$ cat config.mk
export PLATFORM = sky130hd
export DESIGN_NAME = mat4_multiply_top
export DESIGN_NICKNAME = d
export VERILOG_FILES = /design/src/m4m_pkg.sv /design/src/m4m_ram.sv /design/src/m4m_mac.sv /design/src/m4m_seq.sv /design/src/mat4_multiply_top.sv
export SDC_FILE = /design/constraint.sdc
export NUM_CORES = 2
export LEC_CHECK = 0
export BUFFER_PORTS_ARGS = -buffer_cell sky130_fd_sc_hd__buf_2
export CAP_MARGIN = 20
export CORE_MARGIN = 1.5
export CORE_UTILIZATION = 40
export DETAILED_ROUTE_END_ITERATION = 12
export GPL_TIMING_DRIVEN = 0
export HOLD_SLACK_MARGIN = 0.12
export PLACE_DENSITY = 0.56
export SETUP_SLACK_MARGIN = 0.2
export SLEW_MARGIN = 30
export SYNTH_ARGS = -nofsm -noshare
export SYNTH_HDL_FRONTEND = slang
export SYNTH_HIERARCHICAL = 1
export SYNTH_SLANG_ARGS = --single-unit
export TNS_END_PERCENT = 50
$ cat constraint.sdc
create_clock -name i_clk -period 7.6 [get_ports i_clk]
set_clock_uncertainty 0.2 [all_clocks]
set_input_delay 0.76 -clock i_clk [delete_from_list [all_inputs] [get_ports i_clk]]
set_output_delay 0.76 -clock i_clk [all_outputs]
set_load 0.02 [all_outputs]
$ cat src/m4m_pkg.sv
// m4m_pkg: shared types and constants for the 4x4 fixed-point matrix multiplier
// used by m4m_seq, m4m_mac and mat4_multiply_top; no dependencies
`timescale 1ns / 1ps
`default_nettype none

package m4m_pkg;

    localparam int VALUE_W = 32;   // Q16.16 element width
    localparam int INDEX_W = 4;    // row-major position field
    localparam int TDATA_W = 40;   // value and index, padded to whole bytes
    localparam int PROD_W  = 2 * VALUE_W;

    typedef enum logic [1:0] {
        S_IDLE,
        S_MAC,
        S_DRAIN,
        S_OUT
    } t_seq_state;

    // control that walks down the mac pipeline beside the operands
    typedef struct packed {
        logic vld;
        logic first;
        logic last;
    } t_mac_ctl;

endpackage

`default_nettype wire

$ cat src/m4m_ram.sv
// m4m_ram: generic single-write, single-read ram with registered read data
// no dependencies
`timescale 1ns / 1ps
`default_nettype none

module m4m_ram #(
    parameter int WIDTH = 32,
    parameter int DEPTH = 16
) (
    input  wire logic                     i_clk,
    input  wire logic                     i_we,
    input  wire logic [$clog2(DEPTH)-1:0] i_waddr,
    input  wire logic [WIDTH-1:0]         i_wdata,
    input  wire logic [$clog2(DEPTH)-1:0] i_raddr,
    output logic      [WIDTH-1:0]         o_rdata
);

    logic [WIDTH-1:0] r_mem [DEPTH];
    logic [WIDTH-1:0] r_rdata;

    always_ff @(posedge i_clk) begin
        if (i_we) begin
            r_mem[i_waddr] <= i_wdata;
        end
        r_rdata <= r_mem[i_raddr];
    end

    assign o_rdata = r_rdata;

endmodule

`default_nettype wire

$ cat src/m4m_mac.sv
// m4m_mac: shared multiply-accumulate unit with final shift and saturation
// depends on m4m_pkg; operands come from the registered ram read ports
`timescale 1ns / 1ps
`default_nettype none

module m4m_mac #(
    parameter int DIM       = 4,
    parameter int FRAC_BITS = 16
) (
    input  wire logic                               i_clk,
    input  wire logic                               i_rst_n,
    input  wire m4m_pkg::t_mac_ctl                  i_ctl,
    input  wire logic signed [m4m_pkg::VALUE_W-1:0] i_a,
    input  wire logic signed [m4m_pkg::VALUE_W-1:0] i_b,
    output logic                                    o_done,
    output logic             [m4m_pkg::VALUE_W-1:0] o_value,
    output logic                                    o_sat
);

    localparam int ACC_W = m4m_pkg::PROD_W + $clog2(DIM) + 1;
    localparam int VW    = m4m_pkg::VALUE_W;

    m4m_pkg::t_mac_ctl r_rd_ctl;
    m4m_pkg::t_mac_ctl r_prod_ctl;
    logic signed [m4m_pkg::PROD_W-1:0] r_prod;
    logic signed [ACC_W-1:0]           r_acc;
    logic signed [ACC_W-1:0]           n_acc;
    logic                              r_done;
    logic [VW-1:0]                     r_value;
    logic                              r_sat;

    logic signed [ACC_W-1:0] w_shifted;
    logic [ACC_W-VW:0]       w_upper;
    logic                    w_in_range;

    // ram read data lines up with the control held in r_rd_ctl
    always_ff @(posedge i_clk) begin
        if (!i_rst_n) begin
            r_rd_ctl   <= '0;
            r_prod_ctl <= '0;
            r_done     <= 1'b0;
        end else begin
            r_rd_ctl   <= i_ctl;
            r_prod_ctl <= r_rd_ctl;
            r_done     <= r_prod_ctl.vld & r_prod_ctl.last;
        end
    end

    always_comb begin
        n_acc = r_prod_ctl.first ? ACC_W'(r_prod) : r_acc + ACC_W'(r_prod);
    end

    always_ff @(posedge i_clk) begin
        r_prod <= i_a * i_b;
        if (r_prod_ctl.vld) begin
            r_acc <= n_acc;
        end
    end

    // arithmetic shift floors; the value fits when all bits above 31 match the sign
    assign w_shifted  = r_acc >>> FRAC_BITS;
    assign w_upper    = w_shifted[ACC_W-1:VW-1];
    assign w_in_range = (&w_upper) | ~(|w_upper);

    always_ff @(posedge i_clk) begin
        if (r_done) begin
            r_sat <= ~w_in_range;
            if (w_in_range) begin
                r_value <= w_shifted[VW-1:0];
            end else if (w_shifted[ACC_W-1]) begin
                r_value <= {1'b1, {(VW-1){1'b0}}};
            end else begin
                r_value <= {1'b0, {(VW-1){1'b1}}};
            end
        end
    end

    assign o_done  = r_done;
    assign o_value = r_value;
    assign o_sat   = r_sat;

endmodule

`default_nettype wire

$ cat src/m4m_seq.sv
// m4m_seq: sequencer that walks row, column and k over the shared mac
// depends on m4m_pkg; drives the ram read addresses and the result handshake
`timescale 1ns / 1ps
`default_nettype none

module m4m_seq #(
    parameter int DIM = 4
) (
    input  wire logic                          i_clk,
    input  wire logic                          i_rst_n,
    input  wire logic                          i_start,
    input  wire logic                          i_mac_done,
    input  wire logic                          i_out_ready,
    output logic                               o_in_ready,
    output logic                               o_out_valid,
    output logic [$clog2(DIM*DIM)-1:0]         o_out_pos,
    output logic                               o_out_last,
    output logic [$clog2(DIM*DIM)-1:0]         o_laddr,
    output logic [$clog2(DIM*DIM)-1:0]         o_raddr,
    output m4m_pkg::t_mac_ctl                  o_ctl
);

    localparam int CW = $clog2(DIM);
    localparam int AW = $clog2(DIM * DIM);

    m4m_pkg::t_seq_state r_state, n_state;
    logic [CW-1:0] r_row, n_row;
    logic [CW-1:0] r_col, n_col;
    logic [CW-1:0] r_k, n_k;
    logic [AW-1:0] r_pos, n_pos;

    logic w_k_end;
    logic w_col_end;
    logic w_pos_end;

    assign w_k_end   = (r_k == CW'(DIM - 1));
    assign w_col_end = (r_col == CW'(DIM - 1));
    assign w_pos_end = (r_pos == AW'(DIM * DIM - 1));

    always_comb begin
        n_state = r_state;
        unique case (r_state)
            m4m_pkg::S_IDLE: begin
                if (i_start) n_state = m4m_pkg::S_MAC;
            end
            m4m_pkg::S_MAC: begin
                if (w_k_end) n_state = m4m_pkg::S_DRAIN;
            end
            m4m_pkg::S_DRAIN: begin
                if (i_mac_done) n_state = m4m_pkg::S_OUT;
            end
            m4m_pkg::S_OUT: begin
                if (i_out_ready) n_state = w_pos_end ? m4m_pkg::S_IDLE : m4m_pkg::S_MAC;
            end
            default: n_state = m4m_pkg::S_IDLE;
        endcase
    end

    always_comb begin
        n_row = r_row;
        n_col = r_col;
        n_k   = r_k;
        n_pos = r_pos;
        unique case (r_state)
            m4m_pkg::S_IDLE: begin
                n_row = '0;
                n_col = '0;
                n_k   = '0;
                n_pos = '0;
            end
            m4m_pkg::S_MAC: begin
                n_k = w_k_end ? '0 : r_k + 1'b1;
            end
            m4m_pkg::S_OUT: begin
                if (i_out_ready && !w_pos_end) begin
                    n_pos = r_pos + 1'b1;
                    if (w_col_end) begin
                        n_col = '0;
                        n_row = r_row + 1'b1;
                    end else begin
                        n_col = r_col + 1'b1;
                    end
                end
            end
            default: begin
                n_k = r_k;
            end
        endcase
    end

    always_comb begin
        o_in_ready   = (r_state == m4m_pkg::S_IDLE);
        o_out_valid  = (r_state == m4m_pkg::S_OUT);
        o_ctl.vld    = (r_state == m4m_pkg::S_MAC);
        o_ctl.first  = (r_k == '0);
        o_ctl.last   = w_k_end;
        o_out_pos    = r_pos;
        o_out_last   = w_pos_end;
        o_laddr      = AW'(32'(r_row) * DIM + 32'(r_k));
        o_raddr      = AW'(32'(r_k) * DIM + 32'(r_col));
    end

    always_ff @(posedge i_clk) begin
        if (!i_rst_n) begin
            r_state <= m4m_pkg::S_IDLE;
            r_row   <= '0;
            r_col   <= '0;
            r_k     <= '0;
            r_pos   <= '0;
        end else begin
            r_state <= n_state;
            r_row   <= n_row;
            r_col   <= n_col;
            r_k     <= n_k;
            r_pos   <= n_pos;
        end
    end

    // the mac finishes an element only while the sequencer waits for it
    a_done_in_drain: assert property (@(posedge i_clk) disable iff (!i_rst_n)
        i_mac_done |-> (r_state == m4m_pkg::S_DRAIN))
        else $error("mac result arrived outside drain");

    // every element starts its k sweep from zero
    a_k_starts_zero: assert property (@(posedge i_clk) disable iff (!i_rst_n)
        (r_state == m4m_pkg::S_MAC && $past(r_state) != m4m_pkg::S_MAC) |-> (r_k == '0))
        else $error("k sweep did not start at zero");

    // the final beat of a run returns the block to idle
    a_last_to_idle: assert property (@(posedge i_clk) disable iff (!i_rst_n)
        (r_state == m4m_pkg::S_OUT && i_out_ready && w_pos_end)
        |=> (r_state == m4m_pkg::S_IDLE))
        else $error("block not idle after last beat");

    // position advances only when a beat leaves
    a_pos_holds: assert property (@(posedge i_clk) disable iff (!i_rst_n)
        (r_state != m4m_pkg::S_IDLE && !(r_state == m4m_pkg::S_OUT && i_out_ready))
        |=> $stable(r_pos))
        else $error("position moved without a beat");

endmodule

`default_nettype wire

$ cat src/mat4_multiply_top.sv
// mat4_multiply_top: stream wrapper around the operand stores, sequencer and mac
// depends on m4m_pkg, m4m_ram, m4m_mac and m4m_seq
`timescale 1ns / 1ps
`default_nettype none

// Multiplies two DIM x DIM signed Q16.16 matrices held row-major. Each input
// beat writes one element into the left (tuser 0) or right (tuser 1) store;
// a beat with tlast set then starts the product. Both stores are
// undefined after reset, so every entry must be written before a product is
// asked for. The product runs on one shared pipelined 32x32 multiply-accumulate
// unit fed by the stores' registered read ports: each product element is a
// multiply-accumulate sweep over k, a drain of the read, multiply and
// accumulate stages, and an output beat that waits while the output is
// stalled. The input is not ready while a product is in progress. Each sum
// is kept at full width, shifted right by FRAC_BITS rounding toward minus
// infinity and clipped to 32 bits, with tuser flagging a clipped element;
// tlast marks the final element.
module mat4_multiply_top #(
    parameter int DIM       = 4,
    parameter int FRAC_BITS = 16
) (
    input  wire logic                          i_clk,
    input  wire logic                          i_rst_n,
    input  wire logic                          i_s_axis_tvalid,
    output logic                               o_s_axis_tready,
    // element_value [31:0], element_index [35:32], zero pad [39:36]
    input  wire logic [m4m_pkg::TDATA_W-1:0]   i_s_axis_tdata,
    // matrix_select [0]
    input  wire logic [0:0]                    i_s_axis_tuser,
    // compute_now
    input  wire logic                          i_s_axis_tlast,
    output logic                               o_m_axis_tvalid,
    input  wire logic                          i_m_axis_tready,
    // product_value [31:0], product_index [35:32], zero pad [39:36]
    output logic [m4m_pkg::TDATA_W-1:0]        o_m_axis_tdata,
    // saturated [0]
    output logic [0:0]                         o_m_axis_tuser,
    // last_of_run
    output logic                               o_m_axis_tlast
);

    localparam int AW = $clog2(DIM * DIM);
    localparam int VW = m4m_pkg::VALUE_W;
    localparam int IW = m4m_pkg::INDEX_W;

    logic                 w_in_beat;
    logic                 w_idx_ok;
    logic [IW-1:0]        w_in_idx;
    logic [VW-1:0]        w_in_value;
    logic [AW-1:0]        w_waddr;
    logic [AW-1:0]        w_laddr;
    logic [AW-1:0]        w_raddr;
    logic [VW-1:0]        w_ldata;
    logic [VW-1:0]        w_rdata;
    logic [AW-1:0]        w_out_pos;
    logic [VW-1:0]        w_value;
    logic                 w_sat;
    logic                 w_done;
    logic                 w_out_last;
    m4m_pkg::t_mac_ctl    w_ctl;

    assign w_in_beat  = i_s_axis_tvalid & o_s_axis_tready;
    assign w_in_value = i_s_axis_tdata[VW-1:0];
    assign w_in_idx   = i_s_axis_tdata[VW+IW-1:VW];
    // writes past the store are dropped
    assign w_idx_ok   = (32'(w_in_idx) < DIM * DIM);
    assign w_waddr    = AW'(w_in_idx);

    m4m_ram #(
        .WIDTH (VW),
        .DEPTH (DIM * DIM)
    ) u_left_store (
        .i_clk   (i_clk),
        .i_we    (w_in_beat & w_idx_ok & ~i_s_axis_tuser[0]),
        .i_waddr (w_waddr),
        .i_wdata (w_in_value),
        .i_raddr (w_laddr),
        .o_rdata (w_ldata)
    );

    m4m_ram #(
        .WIDTH (VW),
        .DEPTH (DIM * DIM)
    ) u_right_store (
        .i_clk   (i_clk),
        .i_we    (w_in_beat & w_idx_ok & i_s_axis_tuser[0]),
        .i_waddr (w_waddr),
        .i_wdata (w_in_value),
        .i_raddr (w_raddr),
        .o_rdata (w_rdata)
    );

    m4m_seq #(
        .DIM (DIM)
    ) u_seq (
        .i_clk       (i_clk),
        .i_rst_n     (i_rst_n),
        .i_start     (w_in_beat & i_s_axis_tlast),
        .i_mac_done  (w_done),
        .i_out_ready (i_m_axis_tready),
        .o_in_ready  (o_s_axis_tready),
        .o_out_valid (o_m_axis_tvalid),
        .o_out_pos   (w_out_pos),
        .o_out_last  (w_out_last),
        .o_laddr     (w_laddr),
        .o_raddr     (w_raddr),
        .o_ctl       (w_ctl)
    );

    m4m_mac #(
        .DIM       (DIM),
        .FRAC_BITS (FRAC_BITS)
    ) u_mac (
        .i_clk   (i_clk),
        .i_rst_n (i_rst_n),
        .i_ctl   (w_ctl),
        .i_a     (w_ldata),
        .i_b     (w_rdata),
        .o_done  (w_done),
        .o_value (w_value),
        .o_sat   (w_sat)
    );

    assign o_m_axis_tdata = {(m4m_pkg::TDATA_W - VW - IW)'(0), IW'(w_out_pos), w_value};
    assign o_m_axis_tuser = w_sat;
    assign o_m_axis_tlast = w_out_last;

endmodule

`default_nettype wire

==> results.md <==
- Met1 Use GR: 0.332
- Hpwl dp: about 210 mm
- Routed length per instance: about 26 µm
- Post-Synthesis Cells: approximately 6,700
- Top Usage Layer GRT: met2
- Largest net degree at the start of global routing: 43
- Outcome: finished, violations left
- Cell Rows: 170
- Simple-Gate Fraction of Synth Area: 0.0914
- Htree depth: 4
- Mux contribution to synthesized area: 0.0682
- First-pass GRT wire length: 389 mm
- Yosys reg bits: about 1,300
- Clk buf depth: 3
- Area contributors post-synth: edfxtp_1, fa_1, mux4_2
- Starting Density: 0.402
- DR vias/cell: 5.36
- Cell taking the most area after synthesis: edfxtp_1
- Pre-CTS setup slack: -2130 ps
- Critical path depth: 29
- Minimum clock period: about 8000 ps
- Critical path's most frequent cell: fa_1
- Antenna violations before repair: 27
- Period utilisation layout: 1.05
- Total Routing Usage GR: 0.246
- RSZ-0062 raised after global routing: yes
- Ys flop type: edfxtp_1
- Max-slew headroom: 0.321
- Worst r2r path cells: 29
- NumNets Final: approximately 8,500
- Cell family with the largest share of critical-path delay: adder cells
- Synth Area in XOR/XNOR: 0.0132
- Worst hold path depth: 1
- CP Launch Type: flop
- HP Class: flop to flop
- Syn Area/Cell: approximately 13 µm²
- Slowest stage delay, CP: ~670 ps
- Initial DRC Count: 4,995
- Final TNS setup: -2490 ps
- Pre-Repair DR Iteration Count: 5
- Final Hold Viols: 0
- Cts bufs inserted: between 100 and 150
- Met2 usage: 0.395
- Synth top area share: 0.391
- Post-route setup slack: -368 ps
- Worst path required time: between 8000 and 9000 ps
- Slowest-stage cell, CP: fa_2
- Adder-cell share of the synthesized area: 0.288
- Global route total overflow: 0
- ANT nets after route: 0
- Crit end category: flop
- Synthesized area: around 86,000 µm²
- Worst-margin pin slew: roughly 1000 ps
- Crit Path Class: flop to flop
- Unique masters post-synth: ~90
- Met3 usage: 0.0475
- Yosys warns: 6
- Seq/Total Area, Yosys: 0.425
- Largest family of logic cells by synthesized area: adder cells
- # Max-Cap Violations: 0
- TritonCTS clock tree: yes
- Post-synth EDFFs: about 1,100
- Chip height: 468 µm
- Fmax: approximately 130 MHz
- Ports: 90
- Crit path buf inv count: 13
- Layout area overhead: 16.6%
- Clk_lat worst skew: between 800 and 900 ps
- Vias in the first global route: 56,720
- Crit path max fanout: 8
- Clk slew on worst S/H paths: about 60 ps
- DRC: 0
- WL final: roughly 270 mm
- Gpl congestion: about 1.0
- Core area: ~210,000 µm²
- # setup viols final: 13
- Final Max Tran Viols: 0
- Clock sinks: between 1,000 and 1,500
- Asr flop ratio synth: 0
- Worst endpoint data arrival time: roughly 8400 ps
- Compound-Gate Fraction of Synth Area: 0.0502
- Input/output buffers: between 80 and 90
- Via count: between 50,000 and 60,000
- Die area: around 220,000 µm²
- Clock root cell: clkbuf_16
- Die Width: 468 µm
- Fraction of layout cells with a size suffix above 1: 0.184
- Failing checks: setup timing
==> per-layer routing <==
layer	part of all wire	up-vias
met4	0.045	10
met5	0.00022	-
met1	0.41	28163
met3	0.081	516
li1	-	23126
met2	0.46	2151
==> state kept, by name (all words and copies together), names as in the netlist <==
name and cells:
u_mac/r_rd_ctl 3, u_seq/r_col 2, u_left_store/o_rdata 32, u_mac/r_prod_ctl 3, u_mac/o_done 1, u_mac/o_value 32, u_left_store/r_mem 512, u_seq/r_k 2
u_right_store/o_rdata 32, u_right_store/r_mem 512, u_mac/r_prod 64, u_seq/o_out_pos 4, u_seq/r_state 2, u_mac/r_acc 67, u_seq/r_row 2, u_mac/o_sat 1
==> cells in the final DEF (no fill, tap or decap), types with 27 or more instances in the layout <==
master / count
fa_1: 1027
buf_16: 41
ha_1: 237
xnor2_1: 87
dfxtp_4: 35
clkbuf_16: 166
nand4_1: 37
mux4_2: 256
nand2_1: 688
dfxtp_2: 29
xor2_1: 40
and2_1: 528
o21ai_0: 127
inv_1: 1029
buf_4: 177
a22oi_1: 128
fa_2: 56
dfxtp_1: 83
nor3_1: 27
edfxtp_1: 1124
buf_2: 105
clkbuf_4: 40
nor2_1: 111
nand3_1: 32
a21oi_1: 133
clkbuf_1: 101
a21o_1: 48
clkbuf_8: 86
==> cell usage after synthesis, drive strengths merged, types with 4 or more instances <==
library cell,instances
nor2,139
a211oi,12
nor4,11
nor3,36
inv,1061
o22ai,5
mux2,5
xor2,40
dfxtp,147
and3,18
o21bai,28
and2,534
o21a,13
a22oi,128
a31oi,27
a311oi,4
o21ai,164
a21o,49
ha,258
nand3b,7
nand4,37
fa,1083
mux2i,7
a2111oi,5
xnor2,90
nand3,37
a21oi,163
or3,6
nor2b,23
a41oi,5
and4,5
mux4,256
a211o,5
edfxtp,1124
nand2,699
nand2b,23
o31ai,10
or2,4
a21boi,8
nor3b,8
o211ai,17
buf,79
clkbuf,274
==> worst reg2reg max path: cells and delay by family, from the launching register on <==
family	cells	cell delay [ps]
adders and majority gates	9	4490
buffers and inverters	13	1500
AOI/OAI and AO/OA	3	630
and+or+nand+nor	3	500
DFF	1	410
xor gates and xnor gates	1	100
==> cells by family after synthesis <==
group	count (synthesis)
xor gates and xnor gates	130
AOI/OAI and AO/OA	667
buffers and inverters	1415
and+or+nand+nor	1599
other	1
muxes	268
adders and majority gates	1341
DFF	1271
==> per-stage QoR <==
stage	utilization	hold WS [ps]	area, µm²	std cells
6_report	0.469	224	101000	10075
5_1_grt	0.469	237	101000	10063
3_5_place_dp	0.430	222	92300	9701
2_1_floorplan	-	212	86500	6695
3_3_place_gp	0.421	217	90500	9614
4_1_cts	0.466	185	99900	10026
==> final timing paths <==
kind                       startpoint          endpoint  slack, ps
min reg2reg       u_mac/r_prod_ctl[0]      u_mac/o_done        220
min               u_mac/r_prod_ctl[0]      u_mac/o_done        220
max          u_left_store/o_rdata[31]  u_mac/r_prod[63]       -370
max reg2reg  u_left_store/o_rdata[31]  u_mac/r_prod[63]       -370
==> repair_timing <==
action	in CTS	in global routing
buffers inserted	80	35
cloned	1	0
pin swaps	119	107
setup endpoints to repair	42	30
hold buffers	1	0
hold endpoints to repair	1	0
resized for setup	756	151
==> final cells by class <==
class                   instances  area [µm²]
well taps                    2838        3550
inverters                    1062        4020
diodes                         14        35.0
multi-input cells            4009       45400
repair buffers                285        3000
fillers                     19008      114000
clock buffers                 177        3620
flip-flops and latches       1271       36900
plain buffers                 353        3440
clock inverters                66         748
Power is left out: the tool's default activity adds up to more than one toggle a clock period on the data nets, which glitch-free logic cannot reach.
